--- config.mk ---
export PLATFORM = sky130hd
export DESIGN_NAME = s7if_hcell
export DESIGN_NICKNAME = d
export VERILOG_FILES = /design/src/hdl/s7if_pkg.sv /design/src/hdl/s7if_hcell.sv
export SDC_FILE = /design/constraint.sdc
export NUM_CORES = 1
export LEC_CHECK = 0
export BUFFER_PORTS_ARGS = -buffer_cell sky130_fd_sc_hd__buf_2
export CORE_UTILIZATION = 53
export CTS_CLUSTER_SIZE = 25
export DETAILED_ROUTE_END_ITERATION = 12
export GPL_ROUTABILITY_DRIVEN = 0
export PLACE_DENSITY_LB_ADDON = 0.1
export REMOVE_ABC_BUFFERS = 1
export SLEW_MARGIN = 10
export SYNTH_ARGS = -nofsm -noshare
export SYNTH_HDL_FRONTEND = slang
export SYNTH_SLANG_ARGS = --single-unit
export TNS_END_PERCENT = 5
--- constraint.sdc ---
create_clock -name i_clk -period 3.9 [get_ports i_clk]
set_input_delay 0.195 -clock i_clk [delete_from_list [all_inputs] [get_ports i_clk]]
set_output_delay 0.195 -clock i_clk [all_outputs]
set_load 0.01 [all_outputs]
--- src/hdl/s7if_pkg.sv ---
// ============================================================================
// s7if_pkg
// Shared constants, types and kernel table of the separable 7-tap blur core.
// ============================================================================
`default_nettype none

package s7if_pkg;

    localparam int MAX_WIDTH  = 1024;
    localparam int MAX_HEIGHT = 4096;
    localparam int TAPS       = 7;
    localparam int HIST_ROWS  = TAPS - 1;

    localparam int PIX_W   = 8;
    localparam int SUM_W   = 16;                 // 255 * 256 fits
    localparam int PROD_W  = 15;                 // 98 * 255 fits
    localparam int ADDR_W  = $clog2(MAX_WIDTH);
    localparam int COL_W   = 10;
    localparam int ROW_W   = 12;
    localparam int WIDTH_W = 11;
    localparam int HGT_W   = 13;
    localparam int SLOT_W  = 3;
    localparam int CFG_W   = 13;

    // configuration register indexes
    localparam logic CFG_FRAME_WIDTH  = 1'b0;
    localparam logic CFG_FRAME_HEIGHT = 1'b1;

    typedef logic [HIST_ROWS-1:0][PIX_W-1:0] t_line_taps;

    // item state between the line-store read and the vertical sum
    typedef struct packed {
        logic                vld;
        logic                last;
        logic [SLOT_W-1:0]   slot;
        logic [PIX_W-1:0]    mid;
    } t_stage_b;

    function automatic logic [PIX_W-1:0] coef(input logic [SLOT_W-1:0] idx);
        logic [PIX_W-1:0] c;
        case (idx)
            3'd0:    c = 8'd2;
            3'd1:    c = 8'd15;
            3'd2:    c = 8'd62;
            3'd3:    c = 8'd98;
            3'd4:    c = 8'd62;
            3'd5:    c = 8'd15;
            3'd6:    c = 8'd2;
            default: c = 8'd0;
        endcase
        return c;
    endfunction

endpackage

`default_nettype wire

--- src/hdl/s7if_hcell.sv ---
// ============================================================================
// s7if_hcell
// One cell of the transposed horizontal FIR: adds its tap product to the
// partial sum handed over by its neighbor and holds the result.
// ============================================================================
`default_nettype none

module s7if_hcell (
    input  wire logic                      i_clk,
    input  wire logic                      i_rst_n,
    input  wire logic                      i_en,
    input  wire logic [s7if_pkg::PIX_W-1:0] i_coef,
    input  wire logic [s7if_pkg::PIX_W-1:0] i_pixel,
    input  wire logic [s7if_pkg::SUM_W-1:0] i_psum,
    output logic      [s7if_pkg::SUM_W-1:0] o_psum
);

    logic [s7if_pkg::SUM_W-1:0] r_psum;
    logic [s7if_pkg::SUM_W-1:0] n_psum;

    always_comb begin
        n_psum = i_psum + s7if_pkg::SUM_W'(i_coef) * s7if_pkg::SUM_W'(i_pixel);
    end

    always_ff @(posedge i_clk) begin
        if (!i_rst_n) begin
            r_psum <= '0;
        end else if (i_en) begin
            r_psum <= n_psum;
        end
    end

    assign o_psum = r_psum;

endmodule

`default_nettype wire

==> After elaboration in Yosys (flattened, before gate mapping) <==
Cells that the tools add are included.
{ "totals": {"inputBits": 35, "wordCells": 3, "reg_bits": 16, "out_inout_bits": 16} }
{ "op_classes": {"n_addsub": 1, "mul": 1} }
{ "ops": {"columns": ["operator", "count"], "rows": [
  ["adder 16 bit", 1],
  ["multiplier 8 x 8 -> 16 bit", 1]
]} }

==> Depth between registers and ports, before layout <==
{ "depth": {"word_depth": 2, "depth_mapped": 17, "ltp_nobuf": 16} }

==> Least setup slack after synthesis <==
OpenSTA, ideal clock, no wires.
{ "synth_timing": {"kind": "input -> register", "from": "input i_pixel[1] (netlist name)", "to": "register r_psum (netlist bit o_psum[15])", "t_required_ns": 3.805, "path_slack_ns": -0.175, "path_buffers": 1, "arrival_time_ns": 3.979, "stages": 15, "setup_time_ns": 0.095, "cell_sequence": "clkbuf_1 nand2_1 fa_1 inv_1 fa_1 fa_1 inv_1 fa_1 inv_1 ha_1 a21o_1 a21oi_4 a21oi_2 or4_1 o311ai_1"} }
{ "synth_via": {"elab_chain_cells": 2} }
{ "synth_rtl": {"columns": ["element", "line_no", "source"], "rows": [
  ["start, declared", "s7if_hcell.sv:13", "input wire logic [s7if_pkg::PIX_W-1:0] i_pixel,"],
  ["multiplier 8 x 8 -> 16 bit", "s7if_hcell.sv:22", "n_psum = i_psum + s7if_pkg::SUM_W'(i_coef) * s7if_pkg::SUM_W'(i_pixel);"],
  ["adder 16 bit", "s7if_hcell.sv:22", null],
  ["end signal, assigned", "s7if_hcell.sv:29", "r_psum <= n_psum;"],
  ["end, declared", "s7if_hcell.sv:18", "logic [s7if_pkg::SUM_W-1:0] r_psum;"]
]} }
No other way between the ends.
A chain may end at the register's enable or synchronous reset.

==> Final worst setup path <==
{ "layout_timing": {"from": "input i_pixel[5] (netlist name)", "to": "register r_psum (netlist bit o_psum[14])"} }
Same word-level chain as after synthesis.

==> results.json <==
{
  "status": "complete, no violations",
  "num_io_pins": 51,
  "first_global_vias": 2556,
  "antennaDiodeCount": 0,
  "cp.required_ns": 4.04,
  "cts_buffers": 3,
  "yosysMostFrequentCell": "inv_1",
  "crit_path_end_kind": "flop",
  "vdd_drop_max_uv": 437,
  "firstDrtPassIters": 4,
  "cpPeakStageDelay_ns": 0.54,
  "placed_area_mm2": 0.00375,
  "wl_um": 6310,
  "fin_crit_sh_pct": 96.6,
  "drc": 0,
  "power_density_mw_per_mm2": 565,
  "syn_to_final_growth_pct": 24.5,
  "hold_class": "in -> reg",
  "gr-total-overflow": 0,
  "multi_input_area_mm2": 0.00251,
  "grt_max_degree": 15,
  "final_cells": 534,
  "grt_usage_pct": 21.7,
  "yosys.area.top_type": "fa_1",
  "fill_cells": 496,
  "period_minus_slack_ns": 3.77,
  "grt_pass1_wl_um": 10800,
  "slowest_stage": "fa_1",
  "dieArea_mm2": 0.00625,
  "clk_pin_slew_ns": 0.07,
  "hold_viol_final": 0,
  "rr_startpoint": "o_psum[15]$_SDFFE_PN0P_",
  "synth_area_per_cell_um2": 8.46,
  "num_rows": 27,
  "io_buffers": 50,
  "hold_path_end": "o_psum[11]$_SDFFE_PN0P_",
  "drt_iter0_drc": 72,
  "synth_common_cells": "101 x inv_1, 50 x fa_1, 41 x nand2_1",
  "netlist_top_cells_area": "fa_1 32%, ha_1 14%, inv_1 12%, dfxtp_1 10%, and2_1 6.8%",
  "initial_core_util_pct": 56.1,
  "avgViaCountPerCell": 4.96,
  "rr_endpoint": "o_psum[15]$_SDFFE_PN0P_",
  "cts_tree": "yes",
  "wl_per_cell_um": 11.8,
  "ys_ff_latch": 16,
  "finalSetupViolations": 0,
  "drive_gt1_share_pct": 25.3,
  "ys.warnings.count": 0,
  "max-cap-violations": 0,
  "layout.area.seq_um2": 320,
  "synth-edff-count": 0,
  "pre_cts_ws_ns": -0.280,
  "p_leak_nw": 2.14,
  "finalMaxSlewViolations": 0,
  "netlist.area_leader.share_pct": 31.8,
  "tightest_slew_ns": 0.382,
  "reg2regPathDepth": 2,
  "antenna_found_initial": 0,
  "cp-start-kind": "input pin",
  "cp_cell_sequence": "buf_2, buf_4, and2_1, fa_1, inv_1, fa_1, fa_1, fa_1, inv_1, ha_1, a21o_1, a21o_1, a221oi_2, o31a_1, nand3_1",
  "post-route-cell-area_mm2": 0.00392,
  "hold_ws_ns": 0.203,
  "hp-start": "i_rst_n",
  "largest_reg_flops": 16,
  "finalPower_mw": 2.21,
  "crit_arrival_ns": 3.91,
  "nNetsFinal": 583,
  "rsz0062_at_grt": "yes",
  "synthFlopType": "dfxtp_1",
  "ant_nets": 0,
  "cts.sinks": 16,
  "rrSetupSlack_ns": 3.17,
  "ys_seq_area_share_pct": 10.2,
  "dp.cells": 527,
  "cpMostUsedCell": "fa_1",
  "cts-root-buf": "clkbuf_8",
  "crit_fanout": 5,
  "cts_max_level": 1,
  "relSlewSlack_pct": 74.4,
  "crit_family": "adder cells",
  "skew_ns": 0,
  "die_h_um": 79.1,
  "tns_ns": 0,
  "async_flop_share_pct": 0,
  "hold_buffers": 0,
  "critical_path_class": "in -> reg",
  "crit_buf_inv": 4,
  "fmax_mhz": 265,
  "cts_buffer_depth": 2,
  "syn_inst": 372,
  "coreArea_mm2": 0.00561,
  "fin_util_pct": 69.9,
  "post-dp-hpwl_um": 5540,
  "netlist-cell-type-count": 47,
  "whs_path_depth": 2,
  "clock_latency_ns": 0.25,
  "fin_ws_ns": 0.133,
  "synth_area_mm2": 0.00315,
  "dieWidth_um": 79.1,
  "vias": 2650
}
-- worst max-delay path by stage --
| stage | startpoint | to | cells past startpoint | slack, ns |
|---|---|---|---|---|
| detailed placement | i_coef[2] | o_psum[15]$_SDFFE_PN0P_ | 15 | -0.28 |
| CTS | i_pixel[5] | o_psum[15]$_SDFFE_PN0P_ | 14 | 0.001 |
| global route | i_pixel[5] | o_psum[14]$_SDFFE_PN0P_ | 15 | -0.008 |
| floorplan | i_coef[2] | o_psum[15]$_SDFFE_PN0P_ | 14 | -0.05 |
| global placement | i_coef[2] | o_psum[15]$_SDFFE_PN0P_ | 15 | -0.25 |
| finish | i_pixel[5] | o_psum[14]$_SDFFE_PN0P_ | 15 | 0.13 |
-- logic make-up (layout without fill, tap and decap cells) --
group	after synthesis	in the layout	share of synthesized area (%)
simple gates	110	110	17.6
buf+inv	106	196	12.6
fa+ha+maj	85	85	45.7
compound gates	44	44	10.5
flops	16	16	10.2
mux	6	6	1.91
xor+xnor	5	5	1.39
-- routing by layer --
layer	vias up	track usage [%]	part of all wire (%)
met3	4	2.87	3.0
li1	1324	-	-
met1	1280	28.2	44
met2	42	39.3	53
met5	-	0	0
met4	0	2.18	0.49
-- cells in the final DEF, fill, tap and decap left out, types with 6 or more instances in the layout --
cell / count
a21oi_1: 8
and2_1: 34
buf_2: 46
buf_4: 43
dfxtp_1: 16
fa_1: 49
ha_1: 31
inv_1: 101
mux2i_1: 6
nand2_1: 38
nand3_1: 7
nor2_1: 14
-- repair_timing --
item                                    4_1_cts  5_1_grt
setup buffers                                 2        1
endpoints found under the setup margin        1        7
hold endpoints to repair                      0        0
gates cloned                                  0        0
pin swaps                                     1        9
gates resized for setup                       0       21
-- layout make-up --
cell class                      instances  area share (%)
Timing Repair Buffer                   90            14.3
Multi-Input combinational cell        250            64.0
Tap cell                               72            2.30
Clock buffer                            4            1.41
Sequential cell                        16            8.18
Inverter                              102            9.77
-- worst register-to-register path: cells and delay by family (launching register included) --
kind           cells  cell delay (ns)
flip-flops         1             0.31
AO/OA/AOI/OAI      2             0.29
-- report_power, final --
part	internal [mW]	total [mW]	switching (mW)
Combinational	0.902	1.83	0.928
Clock	0.0897	0.151	0.0611
Sequential	0.212	0.232	0.0200
Power figures use the tool's default switching activity.
