[src/hdl/s7if_pkg.sv]
// ============================================================================
// s7if_pkg
// Shared constants, types and kernel table of the separable 7-tap blur core.
// ============================================================================
`default_nettype none

package s7if_pkg;

    localparam int MAX_WIDTH  = 1024;
    localparam int MAX_HEIGHT = 4096;
    localparam int TAPS       = 7;
    localparam int HIST_ROWS  = TAPS - 1;

    localparam int PIX_W   = 8;
    localparam int SUM_W   = 16;                 // 255 * 256 fits
    localparam int PROD_W  = 15;                 // 98 * 255 fits
    localparam int ADDR_W  = $clog2(MAX_WIDTH);
    localparam int COL_W   = 10;
    localparam int ROW_W   = 12;
    localparam int WIDTH_W = 11;
    localparam int HGT_W   = 13;
    localparam int SLOT_W  = 3;
    localparam int CFG_W   = 13;

    // configuration register indexes
    localparam logic CFG_FRAME_WIDTH  = 1'b0;
    localparam logic CFG_FRAME_HEIGHT = 1'b1;

    typedef logic [HIST_ROWS-1:0][PIX_W-1:0] t_line_taps;

    // item state between the line-store read and the vertical sum
    typedef struct packed {
        logic                vld;
        logic                last;
        logic [SLOT_W-1:0]   slot;
        logic [PIX_W-1:0]    mid;
    } t_stage_b;

    function automatic logic [PIX_W-1:0] coef(input logic [SLOT_W-1:0] idx);
        logic [PIX_W-1:0] c;
        case (idx)
            3'd0:    c = 8'd2;
            3'd1:    c = 8'd15;
            3'd2:    c = 8'd62;
            3'd3:    c = 8'd98;
            3'd4:    c = 8'd62;
            3'd5:    c = 8'd15;
            3'd6:    c = 8'd2;
            default: c = 8'd0;
        endcase
        return c;
    endfunction

endpackage

`default_nettype wire

[src/hdl/s7if_vsum.sv]
// ============================================================================
// s7if_vsum
// Vertical filter: lines up the six stored rows by ring slot, registers the
// tap products, then sums, scales and holds the result for the output side.
// ============================================================================
`default_nettype none

module s7if_vsum (
    input  wire logic                        i_clk,
    input  wire logic                        i_rst_n,
    input  wire logic                        i_adv,
    input  wire s7if_pkg::t_stage_b          i_b,
    input  wire s7if_pkg::t_line_taps        i_rdata,
    output logic                             o_valid,
    output logic                             o_last,
    output logic      [s7if_pkg::PIX_W-1:0]  o_pixel
);

    logic [s7if_pkg::TAPS-1:0][s7if_pkg::PROD_W-1:0] n_prod;
    logic [s7if_pkg::TAPS-1:0][s7if_pkg::PROD_W-1:0] r_prod;
    logic                                            r_c_vld;
    logic                                            r_c_last;
    logic [s7if_pkg::SUM_W-1:0]                      n_sum;
    logic                                            r_o_vld;
    logic                                            r_o_last;
    logic [s7if_pkg::PIX_W-1:0]                      r_o_pix;

    // tap i reads ring slot (slot + i) mod 6, oldest row first
    always_comb begin
        logic [s7if_pkg::SLOT_W:0] idx;
        for (int i = 0; i < s7if_pkg::HIST_ROWS; i++) begin
            idx = {1'b0, i_b.slot} + (s7if_pkg::SLOT_W + 1)'(i);
            if (idx >= (s7if_pkg::SLOT_W + 1)'(s7if_pkg::HIST_ROWS)) begin
                idx = idx - (s7if_pkg::SLOT_W + 1)'(s7if_pkg::HIST_ROWS);
            end
            n_prod[i] = s7if_pkg::PROD_W'(s7if_pkg::coef(s7if_pkg::SLOT_W'(i)))
                      * s7if_pkg::PROD_W'(i_rdata[idx[s7if_pkg::SLOT_W-1:0]]);
        end
        n_prod[s7if_pkg::TAPS-1] =
            s7if_pkg::PROD_W'(s7if_pkg::coef(s7if_pkg::SLOT_W'(s7if_pkg::TAPS - 1)))
          * s7if_pkg::PROD_W'(i_b.mid);
    end

    always_comb begin
        n_sum = '0;
        for (int i = 0; i < s7if_pkg::TAPS; i++) begin
            n_sum = n_sum + s7if_pkg::SUM_W'(r_prod[i]);
        end
    end

    always_ff @(posedge i_clk) begin
        if (!i_rst_n) begin
            r_c_vld <= 1'b0;
            r_o_vld <= 1'b0;
        end else if (i_adv) begin
            r_c_vld <= i_b.vld;
            r_o_vld <= r_c_vld;
        end
    end

    always_ff @(posedge i_clk) begin
        if (i_adv) begin
            r_prod   <= n_prod;
            r_c_last <= i_b.last;
            r_o_pix  <= n_sum[s7if_pkg::SUM_W-1 -: s7if_pkg::PIX_W];
            r_o_last <= r_c_last;
        end
    end

    assign o_valid = r_o_vld;
    assign o_last  = r_o_last;
    assign o_pixel = r_o_pix;

endmodule

`default_nettype wire

[config.mk]
export PLATFORM = sky130hd
export DESIGN_NAME = s7if_vsum
export DESIGN_NICKNAME = d
export VERILOG_FILES = /design/src/hdl/s7if_pkg.sv /design/src/hdl/s7if_vsum.sv
export SDC_FILE = /design/constraint.sdc
export NUM_CORES = 1
export LEC_CHECK = 0
export BUFFER_PORTS_ARGS = -buffer_cell sky130_fd_sc_hd__buf_2
export CORE_MARGIN = 3
export CORE_UTILIZATION = 50
export DETAILED_ROUTE_END_ITERATION = 10
export PLACE_DENSITY = 0.75
export SLEW_MARGIN = 25
export SYNTH_ARGS = -nofsm -noshare
export SYNTH_HDL_FRONTEND = slang
export SYNTH_SLANG_ARGS = --single-unit
[constraint.sdc]
create_clock -name i_clk -period 10.1 [get_ports i_clk]
set_input_delay 1.01 -clock i_clk [delete_from_list [all_inputs] [get_ports i_clk]]
set_output_delay 1.01 -clock i_clk [all_outputs]
set_load 0.005 [all_outputs]
## Word-level counts from Yosys, hierarchy flattened

Index checks and enable logic that the tools add are counted.

- Muxes and demuxes: 18
- Add/subtract/negate cells: 17
- Magnitude comparators: 12
- Multipliers: 5

Operators with widths:

| cell | count |
|---|---|
| 8-bit binary-select mux with 3-bit select | 6 |
| 16-bit by 15-bit adder with 16-bit output | 4 |
| 8-bit two-way mux | 6 |
| 5-bit by 8-bit multiplier with 13-bit output, first input constant | 2 |
| 3-bit by 4-bit less-than comparator with 1-bit output, second input constant | 6 |
| 4-bit by 8-bit multiplier with 12-bit output, first input constant | 2 |
| 4-bit by 3-bit greater-or-equal comparator with 1-bit output, second input constant | 5 |
| 3-bit two-way mux | 6 |
| 3-bit subtractor, second input constant | 6 |
| 16-bit by 9-bit adder with 16-bit output | 1 |
| 9-bit by 15-bit adder with 16-bit output | 1 |
| 6-bit by 8-bit multiplier with 14-bit output, first input constant | 1 |
| 3-bit by 2-bit adder with 4-bit output, second input constant | 2 |
| 3-bit by 3-bit adder with 4-bit output, second input constant | 2 |
| 3-bit by 1-bit adder with 4-bit output, second input constant | 1 |
| 3-bit greater-or-equal comparator, second input constant | 1 |

- Input bits: 64
- Output and inout port bits: 10
- Flip-flop bits (word level): 100

## Longest topological paths before layout

Gate-level depths: netlist of run 1.

- Depth after elaboration: 6
- Depth in mapped cells: 24
- Mapped depth without buffers: 19

## Least setup slack after synthesis of run 1

No wires, ideal clock.

- Path type: in2reg
- Start point: in i_b[8] (netlist bit)
- End point: reg r_prod[86] (netlist bit), data pin
- Path slack: 3.816 ns
- Data required time: 9.839 ns
- Arrival time: 6.023 ns
- Stages: 22
- Cell sequence: buf_4 buf_2 buf_4 buf_2 inv_1 ha_1 clkbuf_1 clkbuf_1 clkbuf_1 nor3_1 a311oi_1 a31oi_1 fa_1 inv_1 fa_1 inv_1 ha_1 a21o_1 a21oi_1 o211ai_1 and3_1 a311o_1

RTL lines:

| item | RTL line | RTL |
|---|---|---|
| from (decl) | s7if_vsum.sv:12 | `input wire s7if_pkg::t_stage_b i_b,` |
| to (signal assigned) | s7if_vsum.sv:63 | `r_prod <= n_prod;` |
| to (decl) | s7if_vsum.sv:20 | `logic [s7if_pkg::TAPS-1:0][s7if_pkg::PROD_W-1:0] r_prod;` |

==> impl_metrics.py, run 1 <==
metrics = {
    "outcome": {
        "status": "finished clean",
    },
    "timing": {
        "maxSlewHeadroom": 0.382,
        "fin_worst_skew_ns": 0.0109,
        "max_freq_mhz": 160,
        "min_period_ns": 6.26,
        "finalHoldViolCount": 0,
        "slew_viol_final": 0,
        "min_period_over_period": 0.620,
        "setup_viol": 0,
        "rsz0062_at_grt": "false",
        "setup_tns_ns": 0,
        "tightestPinTransition_ns": 0.927,
    },
    "synthesis": {
        "synth_nets": 1410,
        "ys_ff_latch": 92,
        "yosys-top-cells-area": "edfxtp_1, fa_1, ha_1",
        "synthMuxAreaShare": 0.0690,
        "synth_edf_count": 90,
        "synthArstFlopShare": 0,
        "synth_top_area_share": 0.242,
        "synth_cells": 1102,
        "synth_xor_area_frac": 0.0453,
        "yosysTopAreaCell": "edfxtp_1",
        "yosysSeqAreaShare": 0.245,
        "synth_top_family_by_area": "adder cells",
        "ys_types": 64,
        "avgSynthCellArea_um2": 10.2,
        "synthSimpleGateAreaFrac": 0.0713,
        "synth_compound_area_frac": 0.143,
        "synth_fa_ha_area_frac": 0.345,
        "synth_ff_type": "edfxtp_1",
        "netlist_area_mm2": 0.0112,
        "yosysWarningCount": 0,
    },
    "global_route": {
        "grt_util_met2": 0.354,
        "grt_pass1_vias": 7926,
        "busiest_layer": "met2",
        "grtUsageTotal": 0.215,
        "grt_overflow": 0,
        "grt_pass1_wl_um": 41300,
        "grt_max_degree": 73,
        "grtUsageMet3": 0.0241,
        "grt.met1_usage": 0.310,
        "grt_antenna_before_repair": 0,
    },
    "floorplanning": {
        "initial_core_util": 0.511,
        "coreArea_mm2": 0.0219,
        "pin_count": 74,
        "die_area_mm2": 0.0242,
        "rows": 54,
        "die_x_um": 156,
        "die_y_um": 156,
    },
    "clock_tree": {
        "clock_sinks": 92,
        "cts_made_buffers": 9,
        "clk_path_buf_depth": 2,
        "htreeDepth": 3,
        "cts_resized": 0,
        "root_buffer": "clkbuf_16",
        "post_cts.repair.setup_buffers": 0,
        "clk_pin_slew_ns": 0.06,
        "cts_tree": "yes",
        "cts_hold_buf": 0,
        "clk_latency_ns": 0.35,
    },
    "setup_path": {
        "crit_path_start_kind": "input port",
        "critPathMaxFanout": 39,
        "required_ns": 10.19,
        "worstPathArrival_ns": 6.35,
        "worst_setup_path_end_kind": "flop",
        "timing_worst_setup_path_type": "input port to flop",
    },
    "placed_design": {
        "io_buffers": 73,
        "gp_congestion": 0.995,
        "dp_hpwl_um": 21100,
    },
    "detailed_routing": {
        "via_count": 8051,
        "dr.pass1.iters": 5,
        "routedWlPerCell_um": 17.6,
        "vias_per_cell": 5.59,
        "drt-initial-drc-count": 445,
        "drc_errors": 0,
        "drtAntennaViolNets": 0,
        "drt-total-wl_um": 25400,
    },
    "final_layout": {
        "antennaDiodeCount": 0,
        "drive_gt1_frac": 0.118,
        "final_common_cell": "inv_1",
        "nets": 1466,
        "syn_to_final_growth_pct": 7.88,
        "most-common-layout-cells": "inv_1, ha_1, fa_1",
    },
    "flow_run": {
        "cap_violations": 0,
    },
    "worst_hold_path": {
        "hold_path_class": "flop to flop",
    },
}
[critical path, stage by stage]
cell	delay (ns)
buf_2	0.22
inv_1	0.10
ha_2	0.71
nand2_1	0.35
o32ai_1	0.50
inv_1	0.34
fa_1	0.60
inv_1	0.05
fa_1	0.49
inv_1	0.05
fa_1	0.50
inv_1	0.04
ha_1	0.36
and2_1	0.17
a311oi_1	0.53
a21oi_1	0.15
xor2_1	0.17
[layer usage]
metal / vias to the layer above / part of all wire
met5: - / 0
met4: 0 / 0.016
met3: 32 / 0.052
met2: 255 / 0.47
met1: 3856 / 0.46
li1: 3908 / -
[state kept, by name (all words and copies together), names as in the netlist]
register,count
r_prod,80
o_pixel,8
o_last,1
o_valid,1
r_c_last,1
r_c_vld,1
[logic make-up (layout without fill, tap and decap cells)]
family / after synthesis / count (layout)
AO/OA/AOI/OAI: 237 / 237
AND/OR/NAND/NOR: 168 / 168
XOR/XNOR: 54 / 54
buffers and inverters: 234 / 293
flip-flops: 92 / 92
adder cells (fa/ha/maj): 244 / 244
multiplexers: 73 / 73
[path summary, 6_finish.rpt]
kind	from	end	slack [ns]	cells after the start
worst max-delay path	i_b[10]	r_prod[71]	3.84	17
worst min-delay path	r_c_last	o_last	0.43	0
worst max register to register	r_prod[3]	o_pixel[7]	5.53	14
worst min register to register	r_c_last	o_last	0.43	0
[stage by stage]
stage,hold WS (ns),util,instance area (um^2),std cells,setup slack [ns]
finish,0.427,0.551,12100,1441,3.84
global route,0.438,0.551,12100,1441,3.47
CTS,0.432,0.550,12100,1441,3.61
detailed placement,0.412,0.538,11800,1427,3.24
global placement,0.402,0.538,11800,1427,3.36
floorplan,0.400,-,11200,1102,3.82
[cell usage after synthesis (all sizes together) (3+ instances only)]
| master | instances |
|---|---|
| inv | 201 |
| ha | 136 |
| fa | 108 |
| edfxtp | 90 |
| a21oi | 70 |
| nor2 | 51 |
| mux2i | 49 |
| nand2 | 44 |
| xnor2 | 35 |
| a21o | 34 |
| o21ai | 27 |
| mux2 | 24 |
| nor3 | 23 |
| xor2 | 19 |
| buf | 17 |
| o22ai | 17 |
| clkbuf | 15 |
| o211ai | 15 |
| and2 | 12 |
| a211oi | 11 |
| a31oi | 10 |
| a311oi | 9 |
| o21a | 7 |
| nand2b | 6 |
| nand4 | 5 |
| and3 | 4 |
| nand3 | 4 |
| nor2b | 4 |
| o211a | 4 |
| o32a | 4 |
| o41ai | 4 |
| or3 | 4 |
| a2111oi | 3 |
| a211o | 3 |
| nand3b | 3 |
| o21bai | 3 |
| o2bb2ai | 3 |
| o32ai | 3 |
[area by class of cell]
type / instances / area (um^2)
fill: 1906 / 9820
multi-input combinational: 776 / 7560
sequential: 92 / 2740
inverter: 202 / 758
timing repair buffer: 77 / 398
tap: 280 / 350
clock buffer: 9 / 225
clock inverter: 5 / 37.5
Power of run 1 is not shown: default switching activity piles up to over one toggle a cycle in this logic, so the estimate is an artifact.
==> run 2: changes to the inputs <==
--- a/config.mk
+++ b/config.mk
@@ -5,6 +5,7 @@
 export SDC_FILE = /design/constraint.sdc
 export NUM_CORES = 1
 export LEC_CHECK = 0
+export ABC_AREA = 1
 export BUFFER_PORTS_ARGS = -buffer_cell sky130_fd_sc_hd__buf_2
 export CORE_MARGIN = 3
 export CORE_UTILIZATION = 50
==> constraint.sdc (replaced) <==
create_clock -name i_clk -period 5.8 [get_ports i_clk]
set_input_delay 0.58 -clock i_clk [delete_from_list [all_inputs] [get_ports i_clk]]
set_output_delay 0.58 -clock i_clk [all_outputs]
set_load 0.005 [all_outputs]
==> run 2 against run 1 <==
Against the previous run: first-iteration DRC count grew 66%; design area is the same; core utilization grew 1.2 points; worst setup slack lost 3.2 ns; synthesized area shrank 0.73%; flip-flop and latch count is the same; critical path type unchanged; highest routed layer unchanged.
==> impl_metrics.py, run 2 <==
metrics = {
    "synthesis": {
        "synthArstFlopShare": 0,
        "avgSynthCellArea_um2": 8.75,
        "yosysTopAreaCell": "edfxtp_1",
        "synth_edf_count": 90,
        "yosysWarningCount": 0,
        "ys_types": 42,
        "synth_top_area_share": 0.243,
        "ys_ff_latch": 92,
        "synth_ff_type": "edfxtp_1",
        "yosys-top-cells-count": "inv_1, nand2_1, ha_1",
        "netlist_area_mm2": 0.0111,
        "yosys-top-cells-area": "edfxtp_1, fa_1, ha_1",
        "yosysSeqAreaShare": 0.247,
        "synth_cells": 1270,
        "synth_nets": 1578,
        "synth_most_common_cell": "inv_1",
    },
    "global_route": {
        "grt_pass1_wl_um": 41800,
        "grt_antenna_before_repair": 0,
        "grt_overflow": 0,
        "grt_pass1_vias": 8266,
        "grtUsageTotal": 0.218,
        "grt_max_degree": 94,
    },
    "floorplanning": {
        "rows": 53,
        "die_y_um": 155,
        "initial_core_util": 0.519,
        "coreArea_mm2": 0.0214,
        "die_x_um": 155,
        "die_area_mm2": 0.0240,
        "pin_count": 74,
    },
    "final_layout": {
        "final_common_cell": "inv_1",
        "antennaDiodeCount": 0,
        "syn_to_final_growth_pct": 8.67,
        "most-common-layout-cells": "inv_1, nand2_1, ha_1",
        "largest_reg_flops": 80,
        "nets": 1649,
        "drive_gt1_frac": 0.106,
        "top_register": "r_prod",
    },
    "clock_tree": {
        "htreeDepth": 3,
        "clk_path_buf_depth": 2,
        "clk_latency_ns": 0.35,
        "cts_made_buffers": 9,
        "cts_resized": 0,
        "post_cts.repair.setup_buffers": 0,
        "cts_tree": "yes",
        "clock_sinks": 92,
        "cts_hold_buf": 0,
        "root_buffer": "clkbuf_16",
        "clk_pin_slew_ns": 0.07,
    },
    "setup_path": {
        "crit_chain": "buf_2 > inv_2 > ha_1 > nand2_1 > o21ai_0 > inv_1 > fa_1 > inv_1 > fa_1 > inv_1 > fa_1 > inv_1 > ha_1 > nand2_1 > inv_1 > a21oi_1 > o21ai_0 > xor2_1",
        "critPathMaxFanout": 14,
        "crit_buf_inv": 7,
        "crit_family": "adder cells",
        "rr_endpoint": "o_pixel[7]",
        "crit_path_top_delay_cell": "o21ai_0",
        "timing_worst_setup_path_type": "input port to flop",
        "worstPathArrival_ns": 5.25,
        "crit_top_cell": "inv_1",
        "required_ns": 5.90,
        "reg2reg_from": "r_prod[3]",
        "worstRegToRegCells": 16,
        "crit_path_start_kind": "input port",
        "worst_setup_path_end_kind": "flop",
        "slowest_delay_ns": 0.60,
        "reg2reg_slack_ns": 1.65,
    },
    "timing": {
        "setup_viol": 0,
        "max_freq_mhz": 194,
        "min_period_over_period": 0.888,
        "finalHoldViolCount": 0,
        "tightestPinTransition_ns": 0.873,
        "rsz0062_at_grt": "false",
        "slew_viol_final": 0,
        "maxSlewHeadroom": 0.412,
        "fin_worst_skew_ns": 0.00896,
        "min_period_ns": 5.15,
        "setup_tns_ns": 0,
    },
    "detailed_routing": {
        "dr.pass1.iters": 5,
        "vias_per_cell": 5.28,
        "via_count": 8557,
        "drt-initial-drc-count": 738,
        "routedWlPerCell_um": 15.7,
        "drt-total-wl_um": 25400,
        "drc_errors": 0,
        "drtAntennaViolNets": 0,
    },
    "placed_design": {
        "gp_congestion": 0.935,
        "io_buffers": 73,
        "dp_hpwl_um": 21300,
    },
    "worst_hold_path": {
        "holdPathStages": 1,
        "min_from": "i_b[5]",
        "hold_path_class": "input port to flop",
        "hold_path_end": "r_prod[96]",
    },
    "flow_run": {
        "cap_violations": 0,
    },
    "outcome": {
        "status": "finished clean",
    },
}
## run 2: changes by cell type in the layout (fill, tap and decap cells not counted), sizes merged, moves of 17 or more
cell / change
xnor2: -22
mux2: -24
nand3: +70
mux2i: -46
a21o: -28
inv: +67
xor2: +17
nand2: +197
a21oi: -23
o21ai: +73
nor3: -23
## run 2: worst max path at each step
stage / from / end / slack, ns / depth (start not counted)
2_1_floorplan: i_b[10] / r_prod[41] / 1.11 / 18
3_3_place_gp: i_b[10] / r_prod[41] / 0.39 / 18
3_5_place_dp: i_b[10] / r_prod[41] / 0.30 / 18
4_1_cts: i_b[10] / r_prod[41] / 0.68 / 18
5_1_grt: i_b[10] / r_prod[40] / 0.35 / 16
6_report: i_b[10] / r_prod[41] / 0.65 / 18
## run 2: through the flow
step	utilization	area, um^2	hold WS (ns)	cells	worst slack, ns
after floorplan	-	11100	0.400	1270	1.11
after detailed placement	0.548	11700	0.425	1605	0.301
final	0.564	12100	0.405	1621	0.649
after CTS	0.564	12100	0.392	1621	0.676
after global placement	0.548	11700	0.405	1605	0.392
after global routing	0.564	12100	0.389	1621	0.347
## run 2: kinds of logic after synthesis
kind of cell / count (synthesis) / synth area share
and+or+nand+nor: 386 / 0.152
xor gates and xnor gates: 49 / 0.0386
buffers and inverters: 290 / 0.105
adders and majority gates: 244 / 0.348
muxes: 3 / 0.00270
AOI/OAI and AO/OA: 206 / 0.108
DFF: 92 / 0.247
## run 2: final cells by class
class / count / area (um^2)
Timing Repair Buffer: 81 / 432
Inverter: 269 / 1010
Fill cell: 1925 / 9350
Clock inverter: 7 / 111
Tap cell: 275 / 344
Multi-Input combinational cell: 888 / 7210
Sequential cell: 92 / 2740
Clock buffer: 9 / 225
## run 2: metal layers
| layer | vias to the layer above | track usage | wire (um) |
|---|---|---|---|
| li1 | 4232 | - | - |
| met1 | 3983 | 0.310 | 11600 |
| met2 | 307 | 0.350 | 11600 |
| met3 | 35 | 0.0287 | 1590 |
| met4 | 0 | 0.0656 | 651 |
| met5 | - | 0 | 0 |
## run 2: worst register-to-register path: cells and delay by family, from the launching register on
kind / cells / cell delay (ns)
AND/OR/NAND/NOR: 4 / 0.32
buffers and inverters: 4 / 0.25
adder cells (fa/ha/maj): 5 / 2.36
flip-flops: 1 / 0.34
AO/OA/AOI/OAI: 3 / 0.65
Power of run 2 is left out for the same reason.
